[config.mk]
export PLATFORM = sky130hd
export DESIGN_NAME = host_command_packet_word_packer
export DESIGN_NICKNAME = d
export VERILOG_FILES = /design/src/rtl/hcpwp_pkg.sv /design/src/rtl/hcpwp_ram.sv /design/src/rtl/hcpwp_ctrl.sv /design/src/rtl/hcpwp_dp.sv /design/src/rtl/host_command_packet_word_packer.sv
export VERILOG_INCLUDE_DIRS = /design/src /design/src/rtl
export SDC_FILE = /design/constraint.sdc
export NUM_CORES = 2
export LEC_CHECK = 0
export BUFFER_PORTS_ARGS = -buffer_cell sky130_fd_sc_hd__buf_4
export CAP_MARGIN = 15
export CORE_MARGIN = 10
export CORE_UTILIZATION = 55
export DETAILED_ROUTE_END_ITERATION = 6
export PLACE_DENSITY = 0.78
export SLEW_MARGIN = 40
export SYNTH_ARGS = -nofsm -noshare
export SYNTH_HDL_FRONTEND = slang
export SYNTH_SLANG_ARGS = --single-unit
[constraint.sdc]
create_clock -name aclk -period 6.9 [get_ports aclk]
set_clock_uncertainty 0.1 [all_clocks]
set_input_delay 1.035 -clock aclk [delete_from_list [all_inputs] [get_ports aclk]]
set_output_delay 1.035 -clock aclk [all_outputs]
set_load 0.05 [all_outputs]
[src/rtl/host_command_packet_word_packer_defines.svh]
// assertion macros shared by the host command packet word packer modules
`ifndef HOST_COMMAND_PACKET_WORD_PACKER_DEFINES_SVH
`define HOST_COMMAND_PACKET_WORD_PACKER_DEFINES_SVH

// same-cycle implication, disabled while reset is asserted
`define HCPWP_ASSERT_IMP(label, clk, rst_n, ante, cons, msg) \
    label: assert property (@(posedge clk) disable iff (!rst_n) (ante) |-> (cons)) \
        else $error(msg);

// next-cycle implication, disabled while reset is asserted
`define HCPWP_ASSERT_NXT(label, clk, rst_n, ante, cons, msg) \
    label: assert property (@(posedge clk) disable iff (!rst_n) (ante) |=> (cons)) \
        else $error(msg);

`endif

[src/rtl/hcpwp_pkg.sv]
// package: shared types, codes and constants of the host command packet word packer
`timescale 1ns / 1ps

package hcpwp_pkg;

    // packet buffer
    localparam int MAX_PACKET = 252;
    localparam int STORE_AW   = $clog2(MAX_PACKET);

    // host command bytes
    localparam logic [7:0] CMD_BYTE_DATA = 8'h00;
    localparam logic [7:0] CMD_BYTE_FREQ = 8'h01;

    // result kinds
    localparam logic [1:0] KIND_BITS = 2'd0;
    localparam logic [1:0] KIND_WORD = 2'd1;
    localparam logic [1:0] KIND_FREQ = 2'd2;

    // configuration register indexes
    localparam logic [1:0] CFG_START_MARKER  = 2'd0;
    localparam logic [1:0] CFG_HEADER_BYTES  = 2'd1;
    localparam logic [1:0] CFG_TRAILER_BYTES = 2'd2;

    // configuration reset values
    localparam logic [7:0] RST_START_MARKER  = 8'd170;
    localparam logic [3:0] RST_HEADER_BYTES  = 4'd2;
    localparam logic [3:0] RST_TRAILER_BYTES = 4'd2;

    typedef enum logic [1:0] {
        CMD_READ,
        CMD_LEN,
        CMD_DATA,
        CMD_FREQ
    } cmd_phase_t;

    typedef enum logic [1:0] {
        FR_WAIT,
        FR_HEAD,
        FR_LEN,
        FR_BODY
    } frame_phase_t;

    typedef enum logic [1:0] {
        SEQ_RUN,
        SEQ_ADDR,
        SEQ_DATA,
        SEQ_PUSH
    } seq_state_t;

    // controller to datapath
    typedef struct packed {
        logic accept;   // input word taken this cycle
        logic rd_en;    // read packet buffer at the read index
        logic capture;  // buffer byte is on the read data, pack it
        logic push;     // move the packed word to the output register
    } ctrl_cmd_t;

    // datapath to controller
    typedef struct packed {
        logic pkt_done;   // accepted byte completes a packet
        logic out_valid;  // output register holds a word
        logic word_full;  // byte being captured fills the word or ends the packet
        logic pend_last;  // packed word is the last of the packet
    } dp_status_t;

endpackage

[src/rtl/hcpwp_ram.sv]
// generic single-write, single-read ram with registered read data
`timescale 1ns / 1ps

module hcpwp_ram #(
    parameter int WIDTH = 8,
    parameter int DEPTH = 256,
    localparam int AW = $clog2(DEPTH)
) (
    input  logic             clk,
    input  logic             we,
    input  logic [AW-1:0]    waddr,
    input  logic [WIDTH-1:0] wdata,
    input  logic             re,
    input  logic [AW-1:0]    raddr,
    output logic [WIDTH-1:0] rdata
);

    logic [WIDTH-1:0] mem [DEPTH];

    always_ff @(posedge clk) begin
        if (we) begin
            mem[waddr] <= wdata;
        end
        if (re) begin
            rdata <= mem[raddr];
        end
    end

endmodule

[src/rtl/hcpwp_ctrl.sv]
// controller: input handshake and packet read-back sequencer
`timescale 1ns / 1ps
`include "host_command_packet_word_packer_defines.svh"

module hcpwp_ctrl (
    input  logic                   aclk,
    input  logic                   aresetn,
    input  logic                   s_tvalid,
    output logic                   s_tready,
    input  logic                   m_tready,
    input  hcpwp_pkg::dp_status_t  status,
    output hcpwp_pkg::ctrl_cmd_t   cmd
);

    hcpwp_pkg::seq_state_t state_reg;
    hcpwp_pkg::seq_state_t state_next;
    logic                  slot_free;

    always_ff @(posedge aclk) begin
        if (!aresetn) begin
            state_reg <= hcpwp_pkg::SEQ_RUN;
        end else begin
            state_reg <= state_next;
        end
    end

    always_comb begin
        slot_free  = !status.out_valid || m_tready;
        state_next = state_reg;
        s_tready   = 1'b0;
        cmd        = '0;
        unique case (state_reg)
            hcpwp_pkg::SEQ_RUN: begin
                s_tready   = slot_free;
                cmd.accept = s_tvalid && slot_free;
                if (status.pkt_done) begin
                    state_next = hcpwp_pkg::SEQ_ADDR;
                end
            end
            hcpwp_pkg::SEQ_ADDR: begin
                cmd.rd_en  = 1'b1;
                state_next = hcpwp_pkg::SEQ_DATA;
            end
            hcpwp_pkg::SEQ_DATA: begin
                cmd.capture = 1'b1;
                state_next  = status.word_full ? hcpwp_pkg::SEQ_PUSH : hcpwp_pkg::SEQ_ADDR;
            end
            hcpwp_pkg::SEQ_PUSH: begin
                if (slot_free) begin
                    cmd.push   = 1'b1;
                    state_next = status.pend_last ? hcpwp_pkg::SEQ_RUN : hcpwp_pkg::SEQ_ADDR;
                end
            end
            default: begin
                state_next = hcpwp_pkg::SEQ_RUN;
            end
        endcase
    end

    `HCPWP_ASSERT_NXT(a_done_starts_readback, aclk, aresetn, cmd.accept && status.pkt_done, state_reg == hcpwp_pkg::SEQ_ADDR, "completed packet did not start read-back")
    `HCPWP_ASSERT_IMP(a_data_after_addr, aclk, aresetn, state_reg == hcpwp_pkg::SEQ_DATA, $past(state_reg) == hcpwp_pkg::SEQ_ADDR, "buffer capture without a read issued")

endmodule

[src/rtl/hcpwp_dp.sv]
// datapath: command parser, packet framer, packet buffer, word packer and output register
`timescale 1ns / 1ps
`include "host_command_packet_word_packer_defines.svh"

module hcpwp_dp (
    input  logic                  aclk,
    input  logic                  aresetn,
    input  logic [7:0]            s_tdata,
    input  logic                  m_tready,
    input  logic                  cfg_valid,
    input  logic [1:0]            cfg_index,
    input  logic [7:0]            cfg_data,
    input  hcpwp_pkg::ctrl_cmd_t  cmd,
    output hcpwp_pkg::dp_status_t status,
    output logic                  m_tvalid,
    output logic [1:0]            m_tuser,
    output logic [31:0]           m_tdata,
    output logic                  m_tlast
);

    // configuration
    logic [7:0] start_marker_reg, start_marker_next;
    logic [3:0] header_bytes_reg, header_bytes_next;
    logic [3:0] trailer_bytes_reg, trailer_bytes_next;

    // command parser
    hcpwp_pkg::cmd_phase_t cmd_phase_reg, cmd_phase_next;
    logic        count_idx_reg, count_idx_next;
    logic [15:0] host_count_reg, host_count_next;
    logic [15:0] host_seen_reg, host_seen_next;
    logic [31:0] freq_reg, freq_next;
    logic [1:0]  freq_idx_reg, freq_idx_next;

    // framer
    hcpwp_pkg::frame_phase_t frame_phase_reg, frame_phase_next;
    logic [7:0] frame_pos_reg, frame_pos_next;
    logic [8:0] frame_len_reg, frame_len_next;

    // read-back and packing
    logic [7:0]  emit_len_reg, emit_len_next;
    logic [7:0]  rd_idx_reg, rd_idx_next;
    logic [1:0]  lane_reg, lane_next;
    logic [31:0] word_reg, word_next;
    logic        pend_last_reg, pend_last_next;

    // output register
    logic        out_valid_reg, out_valid_next;
    logic [1:0]  out_kind_reg, out_kind_next;
    logic [31:0] out_value_reg, out_value_next;
    logic        out_last_reg, out_last_next;

    logic [3:0]  eff_hdr;
    logic [7:0]  pos_inc;
    logic [8:0]  len_calc;
    logic [7:0]  done_len;
    logic        pkt_done;
    logic        freq_done;
    logic        store_en;
    logic [7:0]  store_addr;
    logic        byte_last;
    logic [7:0]  rd_data;

    hcpwp_ram #(
        .WIDTH (8),
        .DEPTH (hcpwp_pkg::MAX_PACKET)
    ) u_store (
        .clk   (aclk),
        .we    (store_en),
        .waddr (store_addr[hcpwp_pkg::STORE_AW-1:0]),
        .wdata (s_tdata),
        .re    (cmd.rd_en),
        .raddr (rd_idx_reg[hcpwp_pkg::STORE_AW-1:0]),
        .rdata (rd_data)
    );

    always_comb begin
        // a header below two bytes means the length byte follows the marker
        eff_hdr   = (header_bytes_reg < 4'd2) ? 4'd1 : header_bytes_reg;
        pos_inc   = frame_pos_reg + 8'd1;
        len_calc  = 9'(eff_hdr) + 9'd1 + 9'(s_tdata) + 9'(trailer_bytes_reg);
        byte_last = (rd_idx_reg + 8'd1) == emit_len_reg;

        start_marker_next  = start_marker_reg;
        header_bytes_next  = header_bytes_reg;
        trailer_bytes_next = trailer_bytes_reg;
        cmd_phase_next     = cmd_phase_reg;
        count_idx_next     = count_idx_reg;
        host_count_next    = host_count_reg;
        host_seen_next     = host_seen_reg;
        freq_next          = freq_reg;
        freq_idx_next      = freq_idx_reg;
        frame_phase_next   = frame_phase_reg;
        frame_pos_next     = frame_pos_reg;
        frame_len_next     = frame_len_reg;
        emit_len_next      = emit_len_reg;
        rd_idx_next        = rd_idx_reg;
        lane_next          = lane_reg;
        word_next          = word_reg;
        pend_last_next     = pend_last_reg;
        out_valid_next     = out_valid_reg;
        out_kind_next      = out_kind_reg;
        out_value_next     = out_value_reg;
        out_last_next      = out_last_reg;
        done_len           = frame_len_reg[7:0];
        pkt_done           = 1'b0;
        freq_done          = 1'b0;
        store_en           = 1'b0;
        store_addr         = frame_pos_reg;

        if (cfg_valid) begin
            unique case (cfg_index)
                hcpwp_pkg::CFG_START_MARKER:  start_marker_next  = cfg_data;
                hcpwp_pkg::CFG_HEADER_BYTES:  header_bytes_next  = cfg_data[3:0];
                hcpwp_pkg::CFG_TRAILER_BYTES: trailer_bytes_next = cfg_data[3:0];
                default: ;
            endcase
        end

        if (cmd.accept) begin
            unique case (cmd_phase_reg)
                hcpwp_pkg::CMD_READ: begin
                    if (s_tdata == hcpwp_pkg::CMD_BYTE_DATA) begin
                        cmd_phase_next  = hcpwp_pkg::CMD_LEN;
                        host_count_next = '0;
                        host_seen_next  = '0;
                        count_idx_next  = 1'b0;
                    end else if (s_tdata == hcpwp_pkg::CMD_BYTE_FREQ) begin
                        cmd_phase_next = hcpwp_pkg::CMD_FREQ;
                        freq_idx_next  = '0;
                    end
                end
                hcpwp_pkg::CMD_LEN: begin
                    host_count_next = {host_count_reg[7:0], s_tdata};
                    if (!count_idx_reg) begin
                        count_idx_next = 1'b1;
                    end else begin
                        count_idx_next = 1'b0;
                        cmd_phase_next = (host_count_next == 16'd0) ? hcpwp_pkg::CMD_READ
                                                                    : hcpwp_pkg::CMD_DATA;
                    end
                end
                hcpwp_pkg::CMD_DATA: begin
                    unique case (frame_phase_reg)
                        hcpwp_pkg::FR_WAIT: begin
                            if (s_tdata == start_marker_reg) begin
                                store_en         = 1'b1;
                                store_addr       = '0;
                                frame_pos_next   = 8'd1;
                                frame_len_next   = '0;
                                frame_phase_next = (eff_hdr <= 4'd1) ? hcpwp_pkg::FR_LEN
                                                                     : hcpwp_pkg::FR_HEAD;
                            end
                        end
                        hcpwp_pkg::FR_HEAD: begin
                            store_en       = frame_pos_reg < 8'(hcpwp_pkg::MAX_PACKET);
                            frame_pos_next = pos_inc;
                            if (pos_inc >= 8'(eff_hdr)) begin
                                frame_phase_next = hcpwp_pkg::FR_LEN;
                            end
                        end
                        hcpwp_pkg::FR_LEN: begin
                            store_en       = frame_pos_reg < 8'(hcpwp_pkg::MAX_PACKET);
                            frame_pos_next = pos_inc;
                            if (len_calc > 9'(hcpwp_pkg::MAX_PACKET)) begin
                                // oversize: drop and hunt for a new marker
                                frame_phase_next = hcpwp_pkg::FR_WAIT;
                                frame_pos_next   = '0;
                                frame_len_next   = '0;
                            end else if (9'(pos_inc) >= len_calc) begin
                                // empty body and no trailer
                                pkt_done         = 1'b1;
                                done_len         = len_calc[7:0];
                                frame_phase_next = hcpwp_pkg::FR_WAIT;
                                frame_pos_next   = '0;
                                frame_len_next   = '0;
                            end else begin
                                frame_phase_next = hcpwp_pkg::FR_BODY;
                                frame_len_next   = len_calc;
                            end
                        end
                        hcpwp_pkg::FR_BODY: begin
                            store_en       = frame_pos_reg < 8'(hcpwp_pkg::MAX_PACKET);
                            frame_pos_next = pos_inc;
                            if (9'(pos_inc) >= frame_len_reg) begin
                                pkt_done         = 1'b1;
                                done_len         = frame_len_reg[7:0];
                                frame_phase_next = hcpwp_pkg::FR_WAIT;
                                frame_pos_next   = '0;
                                frame_len_next   = '0;
                            end
                        end
                        default: ;
                    endcase
                    host_seen_next = host_seen_reg + 16'd1;
                    if (host_seen_next >= host_count_reg) begin
                        cmd_phase_next = hcpwp_pkg::CMD_READ;
                    end
                end
                hcpwp_pkg::CMD_FREQ: begin
                    freq_next     = {freq_reg[23:0], s_tdata};
                    freq_idx_next = freq_idx_reg + 2'd1;
                    if (freq_idx_next == 2'd0) begin
                        freq_done      = 1'b1;
                        cmd_phase_next = hcpwp_pkg::CMD_READ;
                    end
                end
                default: ;
            endcase
        end

        // read-back: packet bytes fill lanes from the top byte down
        if (pkt_done) begin
            emit_len_next = done_len;
            rd_idx_next   = '0;
            lane_next     = '0;
            word_next     = '0;
        end
        if (cmd.capture) begin
            word_next      = word_reg | (32'(rd_data) << {~lane_reg, 3'b000});
            lane_next      = lane_reg + 2'd1;
            rd_idx_next    = rd_idx_reg + 8'd1;
            pend_last_next = byte_last;
        end
        if (cmd.push) begin
            word_next = '0;
            lane_next = '0;
        end

        if (pkt_done) begin
            out_valid_next = 1'b1;
            out_kind_next  = hcpwp_pkg::KIND_BITS;
            out_value_next = (32'(done_len) << 3) - 32'd1;
            out_last_next  = 1'b0;
        end else if (freq_done) begin
            out_valid_next = 1'b1;
            out_kind_next  = hcpwp_pkg::KIND_FREQ;
            out_value_next = freq_next;
            out_last_next  = 1'b1;
        end else if (cmd.push) begin
            out_valid_next = 1'b1;
            out_kind_next  = hcpwp_pkg::KIND_WORD;
            out_value_next = word_reg;
            out_last_next  = pend_last_reg;
        end else if (m_tready) begin
            out_valid_next = 1'b0;
        end
    end

    always_ff @(posedge aclk) begin
        if (!aresetn) begin
            start_marker_reg  <= hcpwp_pkg::RST_START_MARKER;
            header_bytes_reg  <= hcpwp_pkg::RST_HEADER_BYTES;
            trailer_bytes_reg <= hcpwp_pkg::RST_TRAILER_BYTES;
            cmd_phase_reg     <= hcpwp_pkg::CMD_READ;
            count_idx_reg     <= 1'b0;
            host_count_reg    <= '0;
            host_seen_reg     <= '0;
            freq_idx_reg      <= '0;
            frame_phase_reg   <= hcpwp_pkg::FR_WAIT;
            frame_pos_reg     <= '0;
            frame_len_reg     <= '0;
            emit_len_reg      <= '0;
            rd_idx_reg        <= '0;
            lane_reg          <= '0;
            pend_last_reg     <= 1'b0;
            out_valid_reg     <= 1'b0;
        end else begin
            start_marker_reg  <= start_marker_next;
            header_bytes_reg  <= header_bytes_next;
            trailer_bytes_reg <= trailer_bytes_next;
            cmd_phase_reg     <= cmd_phase_next;
            count_idx_reg     <= count_idx_next;
            host_count_reg    <= host_count_next;
            host_seen_reg     <= host_seen_next;
            freq_idx_reg      <= freq_idx_next;
            frame_phase_reg   <= frame_phase_next;
            frame_pos_reg     <= frame_pos_next;
            frame_len_reg     <= frame_len_next;
            emit_len_reg      <= emit_len_next;
            rd_idx_reg        <= rd_idx_next;
            lane_reg          <= lane_next;
            pend_last_reg     <= pend_last_next;
            out_valid_reg     <= out_valid_next;
        end
    end

    always_ff @(posedge aclk) begin
        freq_reg      <= freq_next;
        word_reg      <= word_next;
        out_kind_reg  <= out_kind_next;
        out_value_reg <= out_value_next;
        out_last_reg  <= out_last_next;
    end

    assign status.pkt_done  = pkt_done;
    assign status.out_valid = out_valid_reg;
    assign status.word_full = (lane_reg == 2'd3) || byte_last;
    assign status.pend_last = pend_last_reg;

    assign m_tvalid = out_valid_reg;
    assign m_tuser  = out_kind_reg;
    assign m_tdata  = out_value_reg;
    assign m_tlast  = out_last_reg;

    `HCPWP_ASSERT_IMP(a_rd_within_len, aclk, aresetn, 1'b1, rd_idx_reg <= emit_len_reg, "read index ran past the packet length")
    `HCPWP_ASSERT_NXT(a_bits_word_first, aclk, aresetn, pkt_done, out_valid_reg && out_kind_reg == hcpwp_pkg::KIND_BITS, "bit count word not loaded on packet completion")

endmodule

[src/rtl/host_command_packet_word_packer.sv]
// top level: host command packet word packer
`timescale 1ns / 1ps

// Host command bytes enter on the s_ stream, one byte per word, and results
// leave on the m_ stream. Command byte 0x00 takes a 16-bit big-endian count and
// passes that many following bytes to the packet framer; command byte 0x01 takes
// a 32-bit big-endian frequency and emits it as one request word (tuser 2, tlast
// set); any other command byte is ignored. The framer hunts for the start marker,
// gathers header, length byte, payload and trailer into a 252 x 8 packet buffer,
// and drops packets that would not fit. A finished packet gives first its bit
// count minus one (tuser 0), then the packet as big-endian 32-bit words (tuser 1),
// the final word left-aligned, zero-padded and marked with tlast. Bytes are taken
// at one per cycle while the output register is empty or its word leaves in the
// same cycle; s_tready is low while a result word waits on m_tready and while a
// finished packet is read back. Read-back goes through the single read port of
// the packet buffer: each byte takes a read state and a capture state, and each
// word a push state that waits until the output register is free.
// The buffer needs no clearing pass after reset. Configuration writes (index 0
// start marker, 1 header bytes, 2 trailer bytes, other indexes ignored) are
// always taken and belong in idle periods.

module host_command_packet_word_packer (
    input  logic        aclk,
    input  logic        aresetn,

    // host byte stream
    input  logic        s_tvalid,
    output logic        s_tready,
    input  logic [7:0]  s_tdata,    // [7:0] in_byte

    // result stream
    output logic        m_tvalid,
    input  logic        m_tready,
    output logic [31:0] m_tdata,    // [31:0] value
    output logic [1:0]  m_tuser,    // [1:0] kind
    output logic        m_tlast,    // final word of a packet, or a frequency request

    // configuration write channel
    input  logic        cfg_valid,
    output logic        cfg_ready,
    input  logic [1:0]  cfg_index,
    input  logic [7:0]  cfg_data
);

    hcpwp_pkg::ctrl_cmd_t  cmd;     // sequencer commands
    hcpwp_pkg::dp_status_t status;  // framer and packer status

    // register writes are never back-pressured
    assign cfg_ready = 1'b1;

    // input handshake and read-back sequencing
    hcpwp_ctrl u_ctrl (
        .aclk     (aclk),
        .aresetn  (aresetn),
        .s_tvalid (s_tvalid),
        .s_tready (s_tready),
        .m_tready (m_tready),
        .status   (status),
        .cmd      (cmd)
    );

    // parser, framer, packet buffer and output register
    hcpwp_dp u_dp (
        .aclk      (aclk),
        .aresetn   (aresetn),
        .s_tdata   (s_tdata),
        .m_tready  (m_tready),
        .cfg_valid (cfg_valid),
        .cfg_index (cfg_index),
        .cfg_data  (cfg_data),
        .cmd       (cmd),
        .status    (status),
        .m_tvalid  (m_tvalid),
        .m_tuser   (m_tuser),
        .m_tdata   (m_tdata),
        .m_tlast   (m_tlast)
    );

endmodule

==> run metrics <==
final period utilization=92.5%; met2 usage=between 40% and 50%; CP Max Fanout=14; Critical Path RT=approximately 7400 ps; ys flop type=edfxtp_1; Slowest-stage cell, CP=fa_1; DRT antenna net count=0; Reg2Reg Depth=23; I/O pin total=61; gr ovfl total=0; Mean Syn Cell Area=20.0 um^2; Worst Setup EP=u_dp.m_tdata[9]; die footprint=176000 um^2; R2R setup slack=520 ps; GRT met3 Usage=6.27%; drt via density=roughly 6.7; CTS tree=yes; Routed WL=between 200000 and 250000 um; routed len/inst=33.0 um; Tot Pwr=26800 uW; DR DRC count=0; final hold viol count=0; DIE WIDTH=420 um; dpl cells=6380; synthesized instance count=4399; worst vdd ir=0.318 mV; Gates resized, CTS repair=0; crit path from=u_dp.header_bytes_reg[2]; Post-Synth Simple-Gate Area=3.57%; Synth cell types=76; Seq cells post-synth=2209; Top delay family on crit path=adder cells; final setup violating endpoints=0; CP Depth=23; fmax=157 MHz; total CTS buffers=209; crit path DAT=6890 ps; GPL Wtd Cong=0.884; grt peak-use layer=met2; CTS root buffer=clkbuf_16; complex-gate fraction of the synthesized area=between 2 and 2.5%; via count=45586; slowest stage delay, CP=between 400 and 500 ps; cts hold-fix bufs=0; vias in the first global route=45763; max cap viols=0; top post-synthesis cells by area=edfxtp_1 (70%), mux4_2 (16%), dfxtp_1 (3.5%), nor2_1 (1.7%), ha_1 (0.80%); Post-synth ARST share=0%; Mapped Nets=4483; Yosys top cell by area=edfxtp_1; Rows=roughly 150; Setup crit end kind=flip-flop; RSZ-0062 raised after global routing=no; first-pass GRT wire length=~330000 um; DR pass1 iterations=7; post-synthesis mux area share=between 15 and 20%; Final #Nets=4607; Setup TNS=0 ps; Slew @ Worst Pin=between 900 and 1000 ps; Clock Sink Count=2209; worst r2r src=u_dp.header_bytes_reg[2]; Commonest cells post-synth=edfxtp_1 (2056), mux4_2 (622), nor2_1 (403); final hold slack=between 300 and 400 ps; Leak=0.0301 uW; FILL cells=around 10000; H-tree depth=4; hpwl dp=between 100000 and 150000 um; DR iter-0 viols=6164; core area=159000 um^2; layout cells sized above 1=roughly 27%; Setup Buffers After CTS=0; crit path cell chain=nor3_1 -> or2_2 -> ha_1 -> fa_1 -> inv_1 -> ha_1 -> fa_1 -> a211oi_1 -> nor3b_1 -> or2_2 -> ha_1 -> a41o_1 -> a21oi_1 -> o31a_1 -> nor3_1 -> nand2b_1 -> mux2i_1 -> ha_1 -> nand2_1 -> o32a_1 -> o22ai_1 -> nand2_1 -> a41o_1; Worst R2R End=u_dp.m_tdata[9]; status=finished, final reports clean; largest net degree at the start of global routing=~190; Rel. slew slack=approximately 34%; Worst-Skew Late Latency=850 ps; clk slew on worst S/H paths=roughly 60 ps; Largest register FFs=slightly above 2000; Max Slew Vio Count=0; Seq/Total Area, Yosys=73.8%; Synth Area in XOR/XNOR=0.559%; adder-cell share of the synthesized area=0.912%; Initial Utilization=55.4%; number of flops mapped to enable cells by yosys=just over 2000; initial antenna violation count=5; Yosys top cell area share=70.3%; final core occ=61.9%; hold crit path type=primary input to flip-flop; Port Buf Inserts=59; Non-Filler Instances=a little under 7000; yosys warns=0; GRT Total Usage=25.4%; area grow syn2layout=11.9%; Period minus WS final=6380 ps; most used cell, CP=ha_1; Buf+Inv Stages, Crit Path=1; mapped cell area=87800 um^2; top-count cell post-synth=edfxtp_1; Die Y=420 um; Worst Setup Path Type=flip-flop to flip-flop; Power Density=273 nW/um^2; largest family of logic cells by synthesized area=multiplexers; WHS Path Cells=3; CP startpoint kind=flip-flop; met1 Usage GRT=between 30% and 40%; CTS max path bufs=3
cells by family after synthesis:
group / Yosys count
flip-flops: 2209
adder cells (fa/ha/maj): 61
buffers and inverters: 318
XOR/XNOR: 56
multiplexers: 716
AO/OA/AOI/OAI: 327
AND/OR/NAND/NOR: 711
other: 1
report_power, final:
group          total (uW)  internal, uW  switching (uW)  leakage, uW
combinational         445          95.1             349      0.00706
sequential          14600         14600            8.09       0.0196
clock               11700          6600            5090      0.00339
placed cells by master (no fill, tap or decap), types with 15 or more instances in the layout:
cell type  synthesis  routed
edfxtp_1        2056    2056
clkbuf_16          0     214
nand2b_1          18      18
clkbuf_1         144      51
a211oi_1          15      15
a21oi_1           99      99
mux2_2            26      26
nand2_1          115     107
nor2b_1           19      16
clkinv_1           0      45
bufinv_16          0      22
buf_12             0      20
xnor2_1           29      29
inv_1             58      57
nor2_1           403     311
o21ai_0           47      47
mux4_2           622     622
ha_1              56      56
nor3_1            27      26
buf_4             22     128
a22oi_1           36      36
mux2i_1           68      68
xor2_1            27      27
clkinv_2           0      34
dfxtp_1          153     147
nor2_2             0      92
o21ai_2           20      22
nand3_1           52      49
layer usage:
layer	part of all wire [%]	routed length, um
met3	10	23500
met1	37	81700
met5	0.012	27
met4	5.0	11200
met2	48	107000
through the flow:
stage,setup WS [ps],instance area (um^2)
global route,96.5,98200
finish,521,98200
detailed placement,458,90900
global placement,434,90800
CTS,574,97900
floorplan,877,87800
area by class of cell:
class | instances | area [um^2] | share of cell area, %
Clock inverter | 122 | 1370 | 1.39
Inverter | 60 | 230 | 0.234
Sequential cell | 2209 | 64800 | 66.0
Timing Repair Buffer | 171 | 1670 | 1.70
Tap cell | 2072 | 2590 | 2.64
Clock buffer | 270 | 5620 | 5.72
Multi-Input combinational cell | 1872 | 21900 | 22.3
Antenna cell | 3 | 7.51 | 0.00764
worst reg2reg max path: stages (launching register included):
cell and delay, ps:
dfxtp_1 440, nor3_1 70, or2_2 320, ha_1 310, fa_1 490, inv_1 40
ha_1 200, fa_1 480, a211oi_1 350, nor3b_1 130, or2_2 380, ha_1 310
a41o_1 230, a21oi_1 130, o31a_1 210, nor3_1 80, nand2b_1 400, mux2i_1 300
ha_1 320, nand2_1 140, o32a_1 310, o22ai_1 130, nand2_1 70, a41o_1 200
worst min path at each step:
| stage | to | start | slack, ps |
|---|---|---|---|
| after CTS | u_dp.start_marker_reg[7] | cfg_data[7] | 330 |
| after global placement | u_dp.word_reg[5] | u_dp.word_reg[5] | 340 |
| after floorplan | u_dp.word_reg[4] | u_dp.word_reg[4] | 330 |
| final | u_dp.start_marker_reg[7] | cfg_data[7] | 360 |
| after detailed placement | u_dp.word_reg[5] | u_dp.word_reg[5] | 350 |
| after global routing | u_dp.start_marker_reg[5] | cfg_data[5] | 380 |
No activity file was read; power rests on OpenSTA's default activity.
